[src/dawg_pkg.sv]
package dawg_pkg;

    // Fixed field widths of the external interface.
    localparam int CODE_W  = 6;
    localparam int INDEX_W = 14;

    // Command codes carried on the command field.
    typedef enum logic [1:0] {
        CMD_WRITE  = 2'd0,
        CMD_LETTER = 2'd1,
        CMD_END    = 2'd2
    } t_cmd;

    // One edge record as it sits in the edge store.
    typedef struct packed {
        logic [CODE_W-1:0]  letter;
        logic [INDEX_W-1:0] child;
        logic               terminal;
        logic               last;
    } t_edge_rec;

    localparam int REC_W = $bits(t_edge_rec);

    typedef enum logic [1:0] {
        ST_IDLE,
        ST_CHILD,
        ST_SCAN,
        ST_FINISH
    } t_state;

    // Controller to datapath.
    typedef struct packed {
        logic write_edge;
        logic start_letter;
        logic start_end;
        logic load_scan;
        logic step_scan;
        logic hit;
        logic miss;
        logic finish;
    } t_dp_cmd;

    // Datapath to controller.
    typedef struct packed {
        logic failed;
        logic letter_match;
        logic last_sibling;
        logic scan_limit;
    } t_dp_status;

endpackage

[src/dawg_ctrl.sv]
module dawg_ctrl (
    input  logic                 i_clk,
    input  logic                 i_rst_n,
    input  logic                 i_start,
    input  logic [1:0]           i_command,
    input  dawg_pkg::t_dp_status i_status,
    output logic                 o_busy,
    output dawg_pkg::t_dp_cmd    o_cmd
);

    dawg_pkg::t_state r_state;
    dawg_pkg::t_state n_state;

    always_ff @(posedge i_clk) begin
        if (!i_rst_n) begin
            r_state <= dawg_pkg::ST_IDLE;
        end else begin
            r_state <= n_state;
        end
    end

    always_comb begin
        n_state = r_state;
        o_cmd   = '0;
        o_busy  = 1'b1;
        unique case (r_state)
            dawg_pkg::ST_IDLE: begin
                o_busy = 1'b0;
                if (i_start) begin
                    unique case (dawg_pkg::t_cmd'(i_command))
                        dawg_pkg::CMD_WRITE: begin
                            o_cmd.write_edge = 1'b1;
                        end
                        dawg_pkg::CMD_LETTER: begin
                            o_cmd.start_letter = 1'b1;
                            // A failed word ignores letters after the miss.
                            if (!i_status.failed) begin
                                n_state = dawg_pkg::ST_CHILD;
                            end
                        end
                        dawg_pkg::CMD_END: begin
                            o_cmd.start_end = 1'b1;
                            n_state         = dawg_pkg::ST_FINISH;
                        end
                        default: begin
                        end
                    endcase
                end
            end
            dawg_pkg::ST_CHILD: begin
                o_cmd.load_scan = 1'b1;
                n_state         = dawg_pkg::ST_SCAN;
            end
            dawg_pkg::ST_SCAN: begin
                if (i_status.letter_match) begin
                    o_cmd.hit = 1'b1;
                    n_state   = dawg_pkg::ST_IDLE;
                end else if (i_status.last_sibling || i_status.scan_limit) begin
                    o_cmd.miss = 1'b1;
                    n_state    = dawg_pkg::ST_IDLE;
                end else begin
                    o_cmd.step_scan = 1'b1;
                end
            end
            dawg_pkg::ST_FINISH: begin
                o_cmd.finish = 1'b1;
                n_state      = dawg_pkg::ST_IDLE;
            end
            default: begin
                n_state = dawg_pkg::ST_IDLE;
            end
        endcase
    end

endmodule

[config.mk]
export PLATFORM = sky130hd
export DESIGN_NAME = dawg_ctrl
export DESIGN_NICKNAME = d
export VERILOG_FILES = /design/src/dawg_pkg.sv /design/src/dawg_ctrl.sv
export SDC_FILE = /design/constraint.sdc
export NUM_CORES = 1
export LEC_CHECK = 0
export ABC_AREA = 0
export BUFFER_PORTS_ARGS = -buffer_cell sky130_fd_sc_hd__buf_4
export CORE_AREA = 5 5 42 44
export CTS_CLUSTER_DIAMETER = 120
export CTS_CLUSTER_SIZE = 12
export DETAILED_ROUTE_END_ITERATION = 16
export DIE_AREA = 0 0 47 49
export PLACE_DENSITY = 0.37
export SYNTH_ARGS = -nofsm -noshare
export SYNTH_HDL_FRONTEND = slang
export SYNTH_SLANG_ARGS = --single-unit
[constraint.sdc]
create_clock -name i_clk -period 1.3 [get_ports i_clk]
set_input_delay 0.065 -clock i_clk [delete_from_list [all_inputs] [get_ports i_clk]]
set_output_delay 0.065 -clock i_clk [all_outputs]
set_load 0.1 [all_outputs]
==> impl_metrics.csv, run 1 <==
group,metric,value,unit
status,status,"finished, final reports clean",
critical_path,reg2reg_slack,0.39,ns
clock_tree,path_clk_slew,0.03,ns
critical_path,start_kind,"flip-flop",
final_layout,regArea,45.04,sq um
drt,wl_per_cell,10.79,um
final_layout,drive_gt1_share,69.57,%
floorplanning,die_area,2303,sq um
timing,setup_tns,0,ns
yosys,async_reset_ff_share,0,%
yosys,synth_area,216.5,sq um
yosys,ys_types,15,
final_layout,largest_register,"r_state",
placed_design,dp_hpwl,586.3,um
yosys,synth_most_common_cell,"inv_1",
critical_path,r2r-end,"r_state[1]",
yosys,synth_area_leaders,"dfxtp_1 18%, ha_1 17%, and3_2 10%",
final_layout,largest_registers,"r_state: 2 flops",
global_routing,use_met2,11.54,%
critical_path,crit_type,"reg -> out",
final_layout,syn2layout_area_growth,100.0,%
floorplanning,die_h,49,um
final_layout,nets,60,
min_path,hold_start,"i_rst_n",
drt,vias,260,
timing,report.final.slew_viol_count,0,
timing,hold_viol,0,
floorplanning,die_x,47,um
global_routing,grt_pass1_vias,277,
clock_tree,clkSinkCount,2,
global_routing,top_usage_layer,"met2",
drt,drtPass1Iterations,1,
global_routing,grt_use_met1,6.332,%
yosys,synthTopCellsByCount,"5 x inv_1, 3 x and3_2, 3 x ha_1, 3 x nor2_1, 2 x dfxtp_1",
drt,drt_iter0_markers,0,
drt,remaining_drc_errors,0,
critical_path,arrival,1.20,ns
pwr,leakagePower,0.2228,nW
timing,max_freq,791.6,MHz
global_routing,grt_antenna_before_repair,0,
drt,ant_nets,0,
floorplanning,rows,14,
clock_tree,cts_tree,"yes",
placed_design,gp_congestion,0.7084,
yosys,synth_nets,38,
final_layout,multiInputGateArea,180.2,sq um
final_layout,antennaDiodeCount,0,
clock_tree,cts-buffers-inserted,3,
min_path,min_path_type,"in -> reg",
timing,fin_worst_skew,0.004938,ns
run,drv_cap,0,
drt,viasPerCell,4.194,
global_routing,grt_max_degree,6,
clock_tree,cts_buffer_depth,2,
critical_path,r2r_start,"r_state[0]",
yosys,synth-edff-count,0,
pwr,p_total,0.0003754,W
global_routing,grt_overflow,0,
timing,max_slew_margin,81.16,%
timing,period_needed,1.263,ns
global_routing,grt_pass1_wl,1159,um
timing,fin_hold_ws,0.05878,ns
yosys,synth_ff_type,"dfxtp_1",
yosys,synth_seq_cells,2,
yosys,yosys_warnings,0,
floorplanning,initial_utilization,15.45,%
timing,setup_viol,0,
yosys,syn_avg_cell_area,8.325,sq um
final_layout,nFillCells,156,
clock_tree,htreeDepth,1,
timing,tightest_slew,0.2804,ns
clock_tree,clk_latency,0.23,ns
yosys,synthCells,26,
yosys,netlist.area_leader.share,18.50,%
global_routing,grtUsageMet3,2.952,%
critical_path,rr_worst_depth,3,
drt,routed_wl,669,um
floorplanning,coreArea,1401,sq um
placed_design,port_buffers,17,
min_path,whs_endpoint,"r_state[1]",
clock_tree,clk_root_buffer_cell,"clkbuf_4",
floorplanning,ioPinCount,18,
yosys,seq_area_frac_synth,18.50,%
min_path,hold_path_depth,2,
pwr,power_density,867.1,nW/um^2
timing,rsz0062_at_grt,"true",
critical_path,worst_ep_required_time,1.24,ns
timing,post-route-period-util,97.18,%
global_routing,grt_usage,7.238,%
final_layout,largest_reg_flops,2,
yosys,yosys.area.top_type,"dfxtp_1",
pwr,irDropWorstVdd,460.6,uV
critical_path,endpoint_kind,"output port",
critical_path,path_max_fanout,4,
==> cell type report <==
class / count / share of cell area (%)
inverters: 5 / 4.335
multi-input cells: 19 / 41.62
well taps: 16 / 4.624
repair buffers: 17 / 33.81
flip-flops and latches: 2 / 10.40
clock buffers: 3 / 5.202
==> layer usage <==
metal  up-vias  wire length [um]
met5         -                 0
met4         0                16
met3         2                87
met2        13               358
met1       118               207
li1        127                 -
==> placed cells by master (no fill, tap or decap), drive strengths merged <==
master / synthesis / routed
nand2: 1 / 1
a2111oi: 1 / 1
ha: 3 / 3
buf: 0 / 17
nand2b: 1 / 1
o31a: 1 / 1
clkbuf: 0 / 3
nor4: 1 / 1
a21oi: 1 / 1
dfxtp: 2 / 2
and3: 4 / 4
nor3: 1 / 1
nor2b: 1 / 1
inv: 5 / 5
and2: 1 / 1
nor2: 3 / 3
==> worst max path at each step <==
stage | startpoint | end | slack (ns) | cells after the start
2_1_floorplan | r_state[0] | r_state[1] | -0.48 | 3
3_3_place_gp | i_command[0] | r_state[1] | 0.14 | 6
3_5_place_dp | r_state[0] | o_cmd[3] | 0.16 | 3
4_1_cts | r_state[1] | o_cmd[1] | 0.02 | 3
5_1_grt | r_state[0] | o_cmd[3] | -0.01 | 3
6_report | r_state[0] | o_cmd[3] | 0.04 | 3
==> repair_timing <==
action,4_1_cts,5_1_grt
endpoints found under the hold margin,0,0
endpoints found under the setup margin,4,5
pin swaps,1,0
gates resized for setup,5,3
hold buffers,0,0
buffers inserted,0,0
==> critical path: stages, from the launching register on <==
cell      delay (ns)
dfxtp_2         0.33
nand2b_4        0.17
nor4_4          0.21
buf_6           0.27
==> report_power, final <==
part	internal, W	total, W	switching (W)
sequential	0.0000648	0.0000709	0.00000612
clock	0.000102	0.000138	0.0000359
combinational	0.0000513	0.000167	0.000115
total	0.000218	0.000375	0.000157
==> through the flow <==
step	area [sq um]	utilization (%)	instances	setup slack, ns
after floorplan	234.0	-	26	-0.4810
after global placement	381.6	27.23	59	0.1371
after detailed placement	381.6	27.23	59	0.1559
after CTS	421.7	30.09	62	0.02438
after global routing	432.9	30.89	62	-0.01072
final	432.9	30.89	62	0.03671
==> logic make-up after synthesis <==
family | share of synthesized area [%]
buf+inv | 8.671
compound gates | 13.29
simple gates | 42.20
fa+ha+maj | 17.34
flops | 18.50
Note: power is estimated with default switching activity, not from simulation.
==> run 2, diff against run 1 <==
--- a/config.mk
+++ b/config.mk
@@ -5,14 +5,14 @@
 export SDC_FILE = /design/constraint.sdc
 export NUM_CORES = 1
 export LEC_CHECK = 0
-export ABC_AREA = 0
+export ABC_AREA = 1
 export BUFFER_PORTS_ARGS = -buffer_cell sky130_fd_sc_hd__buf_4
 export CORE_AREA = 5 5 42 44
 export CTS_CLUSTER_DIAMETER = 120
 export CTS_CLUSTER_SIZE = 12
 export DETAILED_ROUTE_END_ITERATION = 16
 export DIE_AREA = 0 0 47 49
-export PLACE_DENSITY = 0.37
+export PLACE_DENSITY = 0.39
 export SYNTH_ARGS = -nofsm -noshare
 export SYNTH_HDL_FRONTEND = slang
 export SYNTH_SLANG_ARGS = --single-unit
==> run 2 against run 1 <==
Against the previous run:
- routed wire length shrank 8.1%
- worst hold slack lost 0.017 ns
- sequential share of layout area fell by 1.6 points
- core utilization rose by 2.4 points
- cell count grew 21%
- sequential power down 2%
- largest power group unchanged
- critical endpoint is now o_cmd[1]
- combinational power grew 7%
- global-route usage fell by 0.91 points
- final area up 7.8%
- highest routed layer is now met3
- non-clock buffer count is the same
- largest cell class unchanged
- critical path type unchanged
- via count up 7.7%
- critical path depth increased by 2
==> impl_metrics.csv, run 2 <==
group,metric,value,unit
status,status,"finished, final reports clean",
floorplanning,die_x,47,um
global_routing,grt_max_degree,6,
final_layout,syn2layout_area_growth,99.47,%
min_path,hold_start,"i_rst_n",
final_layout,largest_reg_flops,2,
critical_path,cp_slowest_cell,"dfxtp_2",
timing,max_slew_margin,79.74,%
clock_tree,clkSinkCount,2,
yosys,netlist.area_leader.share,17.65,%
global_routing,grt_pass1_wl,1062,um
critical_path,rr_worst_depth,6,
yosys,synth_most_common_cell,"inv_1",
yosys,yosys_warnings,0,
placed_design,dp_hpwl,574.8,um
timing,tightest_slew,0.3028,ns
final_layout,largest_registers,"r_state: 2 flops",
critical_path,path_max_fanout,3,
critical_path,path_buf_inv,3,
clock_tree,cts_tree,"yes",
yosys,yosys.area.top_type,"inv_1",
placed_design,gp_congestion,0.6462,
drt,wl_per_cell,8.200,um
clock_tree,cts_buffer_depth,2,
drt,remaining_drc_errors,0,
clock_tree,path_clk_slew,0.03,ns
yosys,ys_types,12,
critical_path,crit_path_cell_trace,"inv_4, nor2_4, inv_2, nor3_4, buf_12",
final_layout,nFillCells,165,
yosys,synth_area_leaders,"inv_1 18%, dfxtp_1 17%, ha_1 16%",
pwr,irDropWorstVdd,224.1,uV
timing,post-route-period-util,96.51,%
critical_path,reg2reg_slack,0.49,ns
yosys,synthTopCellsByCount,"11 x inv_1, 9 x nand2_1, 6 x nor2_1",
final_layout,nets,73,
floorplanning,rows,14,
floorplanning,ioPinCount,18,
yosys,synth_nets,51,
placed_design,port_buffers,17,
clock_tree,htreeDepth,1,
drt,ant_nets,0,
global_routing,grt_antenna_before_repair,0,
final_layout,drive_gt1_share,54.24,%
timing,period_needed,1.255,ns
clock_tree,clk_latency,0.22,ns
global_routing,grt_usage,6.325,%
final_layout,fin_cells,75,
yosys,async_reset_ff_share,0,%
timing,setup_tns,0,ns
critical_path,endpoint_kind,"output port",
critical_path,start_kind,"flip-flop",
final_layout,multiInputGateArea,195.2,sq um
yosys,synth_area,234.0,sq um
drt,drtPass1Iterations,2,
floorplanning,die_h,49,um
floorplanning,initial_utilization,16.70,%
critical_path,slowest_delay,0.34,ns
final_layout,regArea,41.29,sq um
critical_path,cp_top_family,"flip-flops",
critical_path,r2r_start,"r_state[1]",
critical_path,worst_ep_required_time,1.24,ns
yosys,synth_seq_cells,2,
pwr,power_density,815.9,nW/um^2
final_layout,final_common_cell,"buf_4",
timing,layout_setup_ws,0.04534,ns
drt,routed_wl,615,um
timing,setup_viol,0,
critical_path,arrival,1.19,ns
yosys,seq_area_frac_synth,17.11,%
final_layout,largest_register,"r_state",
clock_tree,cts-buffers-inserted,3,
global_routing,grt_pass1_vias,280,
final_layout,final_cell_mix,"16 x buf_4, 10 x inv_1, 9 x nand2_1, 5 x nor2_4",
timing,rsz0062_at_grt,"true",
min_path,min_path_type,"in -> reg",
drt,viasPerCell,3.733,
pwr,leakagePower,0.2647,nW
floorplanning,die_area,2303,sq um
timing,fin_worst_skew,0.0006530,ns
yosys,synth-edff-count,0,
yosys,synthCells,39,
timing,fin_hold_ws,0.04131,ns
placed_design,dp.cells,72,
final_layout,antennaDiodeCount,0,
drt,drt_iter0_markers,2,
final_layout,post-route-util,33.30,%
global_routing,grt_overflow,0,
drt,vias,280,
yosys,syn_avg_cell_area,5.999,sq um
run,drv_cap,0,
min_path,hold_path_depth,3,
critical_path,r2r-end,"r_state[1]",
placed_design,dp_worst_setup_slack,0.2040,ns
timing,max_freq,797.0,MHz
critical_path,crit_type,"reg -> out",
clock_tree,clk_root_buffer_cell,"clkbuf_4",
yosys,synth_ff_type,"dfxtp_1",
min_path,whs_endpoint,"r_state[1]",
timing,hold_viol,0,
critical_path,startpoint,"r_state[1]",
floorplanning,coreArea,1401,sq um
timing,report.final.slew_viol_count,0,
run 2: worst max-delay path by stage:
stage                to  slack, ns  cells after the start
2_1_floorplan  o_cmd[1]       -0.1                      4
3_5_place_dp   o_cmd[1]       0.20                      5
5_1_grt        o_cmd[1]      -0.05                      5
6_report       o_cmd[1]       0.05                      5
4_1_cts        o_cmd[1]       0.01                      5
3_3_place_gp   o_cmd[1]       0.22                      5
run 2: metrics by stage:
stage / total power, W / instance area, sq um
detailed placement: 0.0002466 / 427.9
CTS: 0.0003850 / 454.2
global placement: 0.0002471 / 427.9
global route: 0.0004075 / 466.7
finish: 0.0003808 / 466.7
floorplan: 0.0002007 / 280.3
run 2: where the power goes:
part	switching [W]	internal, W
Combinational	0.000128	0.0000503
Clock	0.0000311	0.000101
Sequential	0.00000415	0.0000656
Total	0.000163	0.000217
run 2: kinds of logic (layout without fill, tap and decap cells):
| kind of cell | Yosys count | count (layout) | share of synthesized area [%] |
|---|---|---|---|
| adder cells (fa/ha/maj) | 3 | 3 | 16.04 |
| buffers and inverters | 12 | 32 | 19.25 |
| flip-flops | 2 | 2 | 17.11 |
| AND/OR/NAND/NOR | 22 | 22 | 47.59 |
run 2: what timing repair did:
| action | 4_1_cts | 5_1_grt |
|---|---|---|
| endpoints found under the hold margin | 0 | 0 |
| gates resized for setup | 1 | 5 |
| pin swaps | 0 | 1 |
| setup buffers | 0 | 0 |
| setup endpoints to repair | 1 | 3 |
| hold buffers | 0 | 0 |
run 2: worst min-delay path, stage by stage:
cell	delay (ns)
buf_4	0.08
nand2_1	0.04
inv_1	0.04
run 2: routing by layer:
metal / track usage [%] / part of all wire (%) / wire length (um)
met1: 6.769 / 38 / 233
met5: 0 / 0 / 0
met2: 9.729 / 52 / 321
met3: 1.476 / 9.6 / 59
met4: 5.530 / 0 / 0
run 2: final cells by class:
class	count	area share (%)
tap	16	4.290
timing repair buffer	17	30.03
inverter	12	10.19
clock buffer	3	4.826
sequential	2	8.847
multi-input combinational	25	41.82
